[src/rtl/dq_pkg.sv]
`timescale 1ns / 1ps

package dq_pkg;

  // Queue geometry.
  localparam int DEPTH      = 16;
  localparam int DATA_WIDTH = 32;
  localparam int AW         = (DEPTH > 1) ? $clog2(DEPTH) : 1;
  localparam int CW         = $clog2(DEPTH + 1);

  // Fixed field widths of the request and response beats.
  localparam int VALUE_W = 32;
  localparam int POS_W   = 4;
  localparam int OFFS_W  = 4;
  localparam int OCC_W   = 5;

  typedef logic [DATA_WIDTH-1:0] word_t;
  typedef logic [AW-1:0]         slot_idx_t;
  typedef logic [CW-1:0]         count_t;

  typedef enum logic [2:0] {
    MODE_PUSH_FRONT = 3'd0,
    MODE_PUSH_BACK  = 3'd1,
    MODE_POP_FRONT  = 3'd2,
    MODE_POP_BACK   = 3'd3,
    MODE_PEEK_FRONT = 3'd4,
    MODE_PEEK_BACK  = 3'd5,
    MODE_READ_INDEX = 3'd6,
    MODE_FIND       = 3'd7
  } mode_t;

  typedef enum logic [1:0] {
    ST_OK    = 2'd0,
    ST_EMPTY = 2'd1,
    ST_FULL  = 2'd2,
    ST_RANGE = 2'd3
  } status_t;

  typedef enum logic {
    S_IDLE,
    S_SCAN
  } state_t;

  typedef struct packed {
    mode_t              mode;
    logic [VALUE_W-1:0] value;
    logic [POS_W-1:0]   position;
  } req_t;

  typedef struct packed {
    logic [VALUE_W-1:0] data_out;
    status_t            status;
    logic [OFFS_W-1:0]  offset;
    logic [OCC_W-1:0]   occupancy;
  } rsp_t;

  // Commands broadcast from the controller to every cell of the chain.
  typedef struct packed {
    logic   shift_back;
    logic   shift_front;
    logic   wr_back;
    logic   load_probe;
    logic   shift_probe;
    word_t  value;
    count_t count;
  } cell_ctl_t;

endpackage

[src/rtl/double_ended_queue_unit.sv]
`timescale 1ns / 1ps

// Bounded double-ended queue of DEPTH words held in a chain of cells, with
// the entry at the front in the first cell.
// Request channel (req_valid, req_stall, req): one beat asks for a push or
// pop at either end, a peek at either end, a read at a position from the
// front, or a search for the first entry equal to a value.
// Response channel (rsp_valid, rsp_stall, rsp): exactly one beat for each
// request, with the data word, a status, the match offset and the occupancy
// after the operation.
// Push, pop front and peek front touch the first cell or the tail slot and
// answer in the cycle after acceptance; a new request can follow every
// cycle while no response beat is held. Pop back, peek back, read index
// and find copy the chain into a probe chain that moves one cell toward
// the front each cycle until the position read (the last entry for the
// back, the match or last entry for find) reaches the first cell. The
// request side stalls while a scan runs.
// The response is registered. While rsp_stall holds a beat, the held beat
// stays and no new request is taken.
// Synchronous reset empties the queue; the stored words are not cleared.
module double_ended_queue_unit (
  input  logic         clk,
  input  logic         rst,
  input  logic         req_valid,
  output logic         req_stall,
  input  dq_pkg::req_t req,
  output logic         rsp_valid,
  input  logic         rsp_stall,
  output dq_pkg::rsp_t rsp
);
  import dq_pkg::*;

  cell_ctl_t ctl;
  word_t     cell_data  [DEPTH];
  word_t     cell_probe [DEPTH];

  dq_ctrl u_ctrl (
    .clk        (clk),
    .rst        (rst),
    .req_valid  (req_valid),
    .req_stall  (req_stall),
    .req        (req),
    .rsp_valid  (rsp_valid),
    .rsp_stall  (rsp_stall),
    .rsp        (rsp),
    .head_data  (cell_data[0]),
    .head_probe (cell_probe[0]),
    .ctl        (ctl)
  );

  // The chain: each cell takes data from its neighbors; the first cell takes the pushed word.
  for (genvar i = 0; i < DEPTH; i++) begin : g_cell
    word_t prev_data;
    word_t next_data;
    word_t next_probe;

    if (i == 0) begin : g_head
      assign prev_data = ctl.value;
    end else begin : g_body
      assign prev_data = cell_data[i-1];
    end

    if (i == DEPTH - 1) begin : g_tail
      assign next_data  = '0;
      assign next_probe = '0;
    end else begin : g_link
      assign next_data  = cell_data[i+1];
      assign next_probe = cell_probe[i+1];
    end

    dq_cell u_cell (
      .clk        (clk),
      .ctl        (ctl),
      .idx        (AW'(i)),
      .prev_data  (prev_data),
      .next_data  (next_data),
      .next_probe (next_probe),
      .data       (cell_data[i]),
      .probe      (cell_probe[i])
    );
  end

endmodule

[src/rtl/dq_cell.sv]
`timescale 1ns / 1ps

module dq_cell (
  input  logic              clk,
  input  dq_pkg::cell_ctl_t ctl,
  input  dq_pkg::slot_idx_t idx,
  input  dq_pkg::word_t     prev_data,
  input  dq_pkg::word_t     next_data,
  input  dq_pkg::word_t     next_probe,
  output dq_pkg::word_t     data,
  output dq_pkg::word_t     probe
);
  import dq_pkg::*;

  logic at_tail;

  // This cell is the first free slot behind the last entry.
  assign at_tail = (ctl.count == CW'(idx));

  // Entry register: shifts toward the back on a front push, toward the
  // front on a front pop, and takes the pushed word at the tail.
  always_ff @(posedge clk) begin
    if (ctl.shift_back) begin
      data <= prev_data;
    end else if (ctl.shift_front) begin
      data <= next_data;
    end else if (ctl.wr_back && at_tail) begin
      data <= ctl.value;
    end
  end

  // Probe register: a copy of the entries that walks toward the front
  // one cell per cycle during a scan.
  always_ff @(posedge clk) begin
    if (ctl.load_probe) begin
      probe <= data;
    end else if (ctl.shift_probe) begin
      probe <= next_probe;
    end
  end

endmodule

[src/rtl/dq_ctrl.sv]
`timescale 1ns / 1ps

module dq_ctrl (
  input  logic              clk,
  input  logic              rst,
  input  logic              req_valid,
  output logic              req_stall,
  input  dq_pkg::req_t      req,
  output logic              rsp_valid,
  input  logic              rsp_stall,
  output dq_pkg::rsp_t      rsp,
  input  dq_pkg::word_t     head_data,
  input  dq_pkg::word_t     head_probe,
  output dq_pkg::cell_ctl_t ctl
);
  import dq_pkg::*;

  state_t    state, state_next;
  count_t    count, count_next;
  slot_idx_t k, k_next;
  slot_idx_t target, target_next;
  word_t     key, key_next;
  mode_t     op, op_next;
  rsp_t      rsp_next;
  logic      rsp_load;
  logic      accept;
  logic      start_scan;
  logic      scan_hit;
  logic      scan_last;
  logic      full;
  logic      empty;
  word_t     req_word;

  assign req_word = DATA_WIDTH'(req.value);
  assign full     = (count == CW'(DEPTH));
  assign empty    = (count == '0);
  assign accept   = req_valid && !req_stall;
  assign scan_hit  = (op == MODE_FIND) ? (head_probe == key) : (k == target);
  assign scan_last = (k == target);

  // Requests wait while a scan runs or a held response beat is not taken.
  assign req_stall = (state != S_IDLE) || (rsp_valid && rsp_stall);

  // Next state.
  always_comb begin
    state_next = state;
    case (state)
      S_IDLE: begin
        if (accept && start_scan) begin
          state_next = S_SCAN;
        end
      end
      S_SCAN: begin
        if (scan_hit || scan_last) begin
          state_next = S_IDLE;
        end
      end
      default: state_next = S_IDLE;
    endcase
  end

  // Outputs, cell commands and datapath updates.
  always_comb begin
    start_scan  = 1'b0;
    rsp_load    = 1'b0;
    rsp_next    = '{data_out: '0, status: ST_OK, offset: '0, occupancy: '0};
    count_next  = count;
    k_next      = k;
    target_next = target;
    key_next    = key;
    op_next     = op;
    ctl         = '{shift_back: 1'b0, shift_front: 1'b0, wr_back: 1'b0,
                    load_probe: 1'b0, shift_probe: 1'b0, value: req_word,
                    count: count};
    case (state)
      S_IDLE: begin
        if (accept) begin
          op_next     = req.mode;
          key_next    = req_word;
          k_next      = '0;
          target_next = AW'(count - CW'(1));
          rsp_load    = 1'b1;
          case (req.mode)
            MODE_PUSH_FRONT, MODE_PUSH_BACK: begin
              if (full) begin
                rsp_next.status = ST_FULL;
              end else begin
                ctl.shift_back = (req.mode == MODE_PUSH_FRONT);
                ctl.wr_back    = (req.mode == MODE_PUSH_BACK);
                count_next     = count + CW'(1);
              end
            end
            MODE_POP_FRONT, MODE_PEEK_FRONT: begin
              if (empty) begin
                rsp_next.status = ST_EMPTY;
              end else begin
                rsp_next.data_out = VALUE_W'(head_data);
                if (req.mode == MODE_POP_FRONT) begin
                  ctl.shift_front = 1'b1;
                  count_next      = count - CW'(1);
                end
              end
            end
            MODE_READ_INDEX: begin
              if (int'(req.position) >= int'(count)) begin
                rsp_next.status = ST_RANGE;
              end else begin
                start_scan  = 1'b1;
                target_next = AW'(req.position);
              end
            end
            default: begin
              // Pop back, peek back and find walk the probe chain.
              if (empty) begin
                rsp_next.status = ST_EMPTY;
              end else begin
                start_scan = 1'b1;
              end
            end
          endcase
          if (start_scan) begin
            rsp_load       = 1'b0;
            ctl.load_probe = 1'b1;
          end
          rsp_next.occupancy = OCC_W'(count_next);
        end
      end
      S_SCAN: begin
        if (scan_hit) begin
          rsp_load = 1'b1;
          if (op == MODE_FIND) begin
            rsp_next.offset = OFFS_W'(k);
          end else begin
            rsp_next.data_out = VALUE_W'(head_probe);
          end
          if (op == MODE_POP_BACK) begin
            count_next = count - CW'(1);
          end
        end else if (scan_last) begin
          // Find reached the last entry without a match.
          rsp_load        = 1'b1;
          rsp_next.status = ST_EMPTY;
        end else begin
          ctl.shift_probe = 1'b1;
          k_next          = k + AW'(1);
        end
        rsp_next.occupancy = OCC_W'(count_next);
      end
      default: begin
      end
    endcase
  end

  // Control registers.
  always_ff @(posedge clk) begin
    if (rst) begin
      state     <= S_IDLE;
      count     <= '0;
      rsp_valid <= 1'b0;
    end else begin
      state <= state_next;
      count <= count_next;
      if (rsp_load) begin
        rsp_valid <= 1'b1;
      end else if (!rsp_stall) begin
        rsp_valid <= 1'b0;
      end
    end
  end

  // Scan context and response payload.
  always_ff @(posedge clk) begin
    k      <= k_next;
    target <= target_next;
    key    <= key_next;
    op     <= op_next;
    if (rsp_load) begin
      rsp <= rsp_next;
    end
  end

endmodule

[config.mk]
export PLATFORM = sky130hd
export DESIGN_NAME = double_ended_queue_unit
export DESIGN_NICKNAME = d
export VERILOG_FILES = /design/src/rtl/dq_pkg.sv /design/src/rtl/double_ended_queue_unit.sv /design/src/rtl/dq_cell.sv /design/src/rtl/dq_ctrl.sv
export SDC_FILE = /design/constraint.sdc
export NUM_CORES = 1
export LEC_CHECK = 0
export BUFFER_PORTS_ARGS = -buffer_cell sky130_fd_sc_hd__buf_2
export CAP_MARGIN = 20
export CORE_AREA = 8 8 287 289
export CTS_CLUSTER_DIAMETER = 30
export CTS_CLUSTER_SIZE = 28
export DETAILED_ROUTE_END_ITERATION = 16
export DIE_AREA = 0 0 295 297
export PLACE_DENSITY = 0.76
export SETUP_SLACK_MARGIN = 0.15
export SYNTH_ARGS = -nofsm -noshare
export SYNTH_HDL_FRONTEND = slang
export SYNTH_SLANG_ARGS = --single-unit
[constraint.sdc]
create_clock -name clk -period 29.9 [get_ports clk]
set_input_delay 2.99 -clock clk [delete_from_list [all_inputs] [get_ports clk]]
set_output_delay 2.99 -clock clk [all_outputs]
set_load 0.02 [all_outputs]
==> flow_summary.toml, run 1 <==
[sta]
max_freq_mhz = 132
final_hold_viol_count = 0
grt_setup_unrepaired = "false"
clock_skew_ns = 0.0226
hold_ws_ns = 0.519
slew_viol_final = 0
timing.slew.headroom_pct = 12.3
post-route-min-period_ns = 7.60
worst_pin_slew_ns = 1.31
finalSetupViolCount = 0
fin_crit_sh_pct = 25.4
setup_slack_ns = 22.30
setup_tns_ns = 0

[setup_path]
path_class = "primary input to register"
r2r-start = "u_ctrl.count[2]"
cpPeakStageDelay_ns = 0.95
cp_max_fo = 78
slowest_stage = "buf_4"
r2r_setup_slack_ns = 23.55
worst-path-buf-inv = 7
crit_arrival_ns = 7.94
crit_chain = "buf_2 -> inv_1 -> ha_1 -> nand2b_1 -> a2111oi_4 -> o21a_1 -> o21ai_4 -> buf_4 -> o21ai_4 -> buf_12 -> buf_4 -> buf_4 -> buf_4"
worstRegToRegCells = 11
start_kind = "primary input"
cp-end-kind = "register"
crit_family = "buffers and inverters"
crit_top_cell = "buf_4"
worstReg2RegEnd = "g_cell[8].u_cell.probe[12]"
worst_ep_required_time_ns = 30.24

[drt]
postRouteAntennaNets = 0
routed_wl_mm = 108
dr.pass1.iters = 6
drtIter0Drc = 3632
wl_per_cell_um = 26.8
dr_total_vias = 27374
avgViaCountPerCell = 6.80
drcViolationCount = 0

[synth]
synth.top_cell.area_share_pct = 68.8
synth_edf_count = 1110
ys_seq_elements = 1117
syn-cell-area_um2 = 48400
seq_area_frac_synth_pct = 69.1
synthFlopType = "edfxtp_1"
avgSynthCellArea_um2 = 17.4
synthTopCellsByArea = "edfxtp_1 69%, mux2_1 11%, a221o_1 9.3%, buf_12 1.8%, nand2_1 0.94%"
synth.distinct_cells = 66
synth.largest_area_cell = "edfxtp_1"
postSynth.asyncResetShare_pct = 0
synthCells = 2782
syn_nets = 2836
yosys_warnings = 0

[clock_network]
clk_path_buf_depth = 3
clock_latency_ns = 0.73
cts_tree = "done"
root_buffer = "clkbuf_16"
cts_setup_buffers = 0
cts-buffers-inserted = 166
htree_levels = 4
hold_buffers = 0
cts.sinks = 1117
cts_resized = 0
clk_transition_reported_paths_ns = 0.06

[global_routing]
antenna_found_initial = 3
grt-ovfl-total = 0
grt_pass1_wl_mm = 166
grt_util_all_layers_pct = 24.3
grt_pass1_vias = 26848
grt_max_degree = 199

[power_and_ir_drop]
p_comb_share_pct = 5.3
power_frac_seq_pct = 45.6
cellPowerDensity_nw_per_um2 = 74.0
internal_power_mw = 3.16
p_clk_share_pct = 49.1
swShare_pct = 21.8
switchingPower_uw = 879
p_leak_nw = 18.7
ir_drop_v = 0.0000484
power_mw = 4.04

[layout]
final_common_cell = "edfxtp_1"
finalNonFillerCells = 4023
final_cell_mix = "1110 x edfxtp_1, 480 x mux2_1, 448 x a221o_1"
drive_gt1_share_pct = 14.8
synthToLayoutAreaGrowth_pct = 12.6
final_net_count = 2883

[placed_design]
globalplace.congestion = 0.872
numPortBuffers = 87
dp_cells = 3706
hpwl_mm = 58.3
dp_slack_ns = 21.36

[floorplan]
start_util_pct = 62.1
ioPinCount = 88
fp-row-count = 103
coreArea_um2 = 78000
die-area_um2 = 87600
die_h_um = 297
fp.dieW_um = 295

[job]
maxCapViolCount = 0

[min_path]
worstHoldPathCells = 1
min_from = "g_cell[12].u_cell.probe[16]"
holdPathEnd = "g_cell[11].u_cell.probe[16]"
hold_path.class = "register to register"

[status]
run_status = "completed"
## power groups by stage
stage | sequential, mW | combinational (mW) | clock, mW
after global placement | 1.87 | 0.199 | 0
after floorplan | 1.91 | 0.155 | 0
after CTS | 1.84 | 0.213 | 2.00
after global routing | 1.85 | 0.229 | 2.07
after detailed placement | 1.87 | 0.210 | 0
final | 1.84 | 0.213 | 1.98
## sequential cells by signal (all words and copies together) (netlist names)
name / flops
g_cell.u_cell.data: 512
g_cell.u_cell.probe: 512
u_ctrl.count: 5
u_ctrl.k: 4
u_ctrl.key: 32
u_ctrl.op: 3
u_ctrl.rsp: 43
u_ctrl.rsp_valid: 1
u_ctrl.state: 1
u_ctrl.target: 4
## routing by layer
| metal | up-vias | routed length [µm] | track usage (%) |
|---|---|---|---|
| met3 | 196 | 9080 | 4.28 |
| met1 | 13984 | 44000 | 35.0 |
| met2 | 1509 | 52000 | 37.8 |
| met5 | - | 0 | 0 |
| li1 | 11685 | - | - |
| met4 | 0 | 2710 | 7.62 |
## cell families after synthesis
family / count (synthesis) / share of synthesized area (%)
AND/OR/NAND/NOR: 282 / 3.00
AO/OA/AOI/OAI: 586 / 11.4
buffers and inverters: 266 / 4.37
adder cells (fa/ha/maj): 11 / 0.284
multiplexers: 480 / 11.2
flip-flops: 1117 / 69.1
XOR/XNOR: 40 / 0.723
## synth_stat cells (10+ instances only)
cell,count
o21ai_0,21
nand2_1,121
mux2_1,480
buf_6,34
a22o_1,32
and3_1,35
xor2_1,33
a221o_1,448
edfxtp_1,1110
buf_2,56
ha_1,11
nor2_1,22
nor4_1,14
a21o_1,32
clkbuf_1,114
buf_12,44
and2_1,39
nand3_1,10
a21oi_1,11
## stage by stage
stage	util [%]	cell area (µm²)
after CTS	69.8	54400
after global routing	70.0	54600
after floorplan	-	48400
after global placement	62.4	48700
final	70.0	54600
after detailed placement	62.4	48700
## area by class of cell
class	instances	area (µm²)
Multi-Input combinational cell	1399	13100
Inverter	9	33.8
Sequential cell	1117	33500
Clock inverter	122	1410
Fill cell	4713	23400
Antenna cell	3	7.51
Timing Repair Buffer	136	908
Clock buffer	187	4340
Tap cell	1050	1310
## worst max-delay path by stage
stage	from	to	slack [ns]	depth (start not counted)
final	req[0]	g_cell[8].u_cell.probe[12]	22.30	13
after global routing	req[0]	g_cell[8].u_cell.probe[12]	22.01	13
after CTS	req[0]	g_cell[2].u_cell.probe[17]	22.13	12
after detailed placement	req[0]	g_cell[3].u_cell.probe[9]	21.36	12
after global placement	req[0]	g_cell[2].u_cell.probe[9]	21.49	12
after floorplan	u_ctrl.op[2]	g_cell[0].u_cell.probe[0]	5.16	5
(Power assumes the default switching activity.)
==> run 2, diff against run 1 <==
--- a/config.mk
+++ b/config.mk
@@ -7,12 +7,12 @@
 export LEC_CHECK = 0
 export BUFFER_PORTS_ARGS = -buffer_cell sky130_fd_sc_hd__buf_2
 export CAP_MARGIN = 20
-export CORE_AREA = 8 8 287 289
+export CORE_AREA = 8 8 301 303
 export CTS_CLUSTER_DIAMETER = 30
 export CTS_CLUSTER_SIZE = 28
 export DETAILED_ROUTE_END_ITERATION = 16
-export DIE_AREA = 0 0 295 297
-export PLACE_DENSITY = 0.76
+export DIE_AREA = 0 0 309 311
+export PLACE_DENSITY = 0.73
 export SETUP_SLACK_MARGIN = 0.15
 export SYNTH_ARGS = -nofsm -noshare
 export SYNTH_HDL_FRONTEND = slang
==> constraint.sdc (replaced) <==
create_clock -name clk -period 6.52 [get_ports clk]
set_input_delay 0.652 -clock clk [delete_from_list [all_inputs] [get_ports clk]]
set_output_delay 0.652 -clock clk [all_outputs]
set_load 0.02 [all_outputs]
==> flow_summary.toml, run 2 (synthesis gave the netlist of run 1 again) <==
[floorplan]
fp-row-count = 108
die_h_um = 311
ioPinCount = 88
die-area_um2 = 96100
start_util_pct = 56.4
coreArea_um2 = 85900
fp.dieW_um = 309

[power_and_ir_drop]
p_leak_nw = 18.5
power_mw = 18.2
ir_drop_v = 0.000278
cellPowerDensity_nw_per_um2 = 335

[clock_network]
clock_latency_ns = 0.73
cts_setup_buffers = 0
htree_levels = 4
clk_path_buf_depth = 3
clk_transition_reported_paths_ns = 0.06
cts-buffers-inserted = 166
hold_buffers = 0
cts.sinks = 1117
cts_resized = 0
cts_tree = "done"
root_buffer = "clkbuf_16"

[min_path]
min_from = "req[25]"
hold_path.class = "primary input to register"
worstHoldPathCells = 1
holdPathEnd = "u_ctrl.key[21]"

[setup_path]
start_kind = "register"
cp-end-kind = "register"
crit_top_cell = "o21a_1"
cp_max_fo = 194
r2r_setup_slack_ns = 1.52
slowest_stage = "buf_12"
crit_arrival_ns = 5.47
cpPeakStageDelay_ns = 0.80
worstRegToRegCells = 9
path_class = "register to register"
r2r-start = "u_ctrl.count[2]"
crit_chain = "clkinv_1 -> ha_1 -> o21a_1 -> nor2_1 -> o21a_1 -> o21ai_4 -> buf_4 -> buf_12 -> mux2_1"
worstReg2RegEnd = "g_cell[12].u_cell.probe[3]"
worst_ep_required_time_ns = 6.99

[sta]
post-route-min-period_ns = 5.00
fin_crit_sh_pct = 76.7
finalSetupViolCount = 0
worst_pin_slew_ns = 1.50
clock_skew_ns = 0.0212
timing.slew.headroom_pct = -0.134
setup_tns_ns = 0
setup_slack_ns = 1.52
slew_viol_final = 14
final_hold_viol_count = 0
max_freq_mhz = 200
grt_setup_unrepaired = "false"
hold_ws_ns = 0.131

[placed_design]
dpl_cell_area_um2 = 48900
hpwl_mm = 56.7
globalplace.congestion = 0.835
dp_slack_ns = 1.70
numPortBuffers = 87

[layout]
top_regs = "g_cell.u_cell.data (512), g_cell.u_cell.probe (512), u_ctrl.rsp (43)"
drive_gt1_share_pct = 14.7
final_net_count = 2875
synthToLayoutAreaGrowth_pct = 12.5
final_area_um2 = 54500
final_cell_mix = "1110 x edfxtp_1, 480 x mux2_1, 448 x a221o_1"
final_common_cell = "edfxtp_1"

[drt]
postRouteAntennaNets = 0
avgViaCountPerCell = 6.59
dr.pass1.iters = 6
wl_per_cell_um = 26.0
drcViolationCount = 0
dr_total_vias = 27163
routed_wl_mm = 107
drtIter0Drc = 3436

[status]
run_status = "finished with violations"
violations = "max-slew violations"

[global_routing]
grt_max_degree = 237
grt_pass1_wl_mm = 166
grt_util_all_layers_pct = 22.0
antenna_found_initial = 3
grt-ovfl-total = 0
grt_pass1_vias = 26935

[job]
maxCapViolCount = 0
[run 2: power by group]
group / internal [mW] / leakage (nW) / switching, mW
combinational: 0.362 / 5.64 / 0.621
sequential: 8.30 / 10.2 / 0.129
clock: 5.49 / 2.66 / 3.33
[run 2: how the worst max path moves through the flow]
stage | startpoint | endpoint | cells after the start
2_1_floorplan | u_ctrl.k[0] | g_cell[0].u_cell.probe[0] | 4
3_3_place_gp | u_ctrl.count[2] | g_cell[13].u_cell.probe[10] | 9
3_5_place_dp | u_ctrl.count[2] | g_cell[14].u_cell.probe[10] | 9
4_1_cts | u_ctrl.count[2] | g_cell[7].u_cell.probe[13] | 9
5_1_grt | u_ctrl.count[2] | g_cell[1].u_cell.probe[13] | 9
6_report | u_ctrl.count[2] | g_cell[12].u_cell.probe[3] | 9
[run 2: critical path: cells and delay by family, from the launching register on]
family / cells / cell delay, ns
multiplexers: 1 / 0.40
adder cells (fa/ha/maj): 1 / 0.37
buffers and inverters: 3 / 1.92
AO/OA/AOI/OAI: 3 / 0.91
flip-flops: 1 / 0.68
AND/OR/NAND/NOR: 1 / 0.08
[run 2: routing by layer]
metal / track usage [%] / part of all wire, %
met5: 0 / 0.014
met4: 7.11 / 2.7
met3: 4.46 / 8.5
met2: 34.0 / 47
met1: 31.2 / 42
[run 2: per-stage QoR]
stage                     instances  utilization, %
after detailed placement       3806            56.9
after global placement         3806            56.9
after CTS                      4115            63.4
after floorplan                2782               -
final                          4119            63.4
after global routing           4117            63.4
[run 2: cell type report]
cell class,count,area [µm²]
flip-flops and latches,1117,33500
fillers,5838,31500
multi-input cells,1399,13100
clock buffers,193,4360
well taps,1155,1450
clock inverters,116,1210
repair buffers,128,876
inverters,9,33.8
diodes,2,5.00
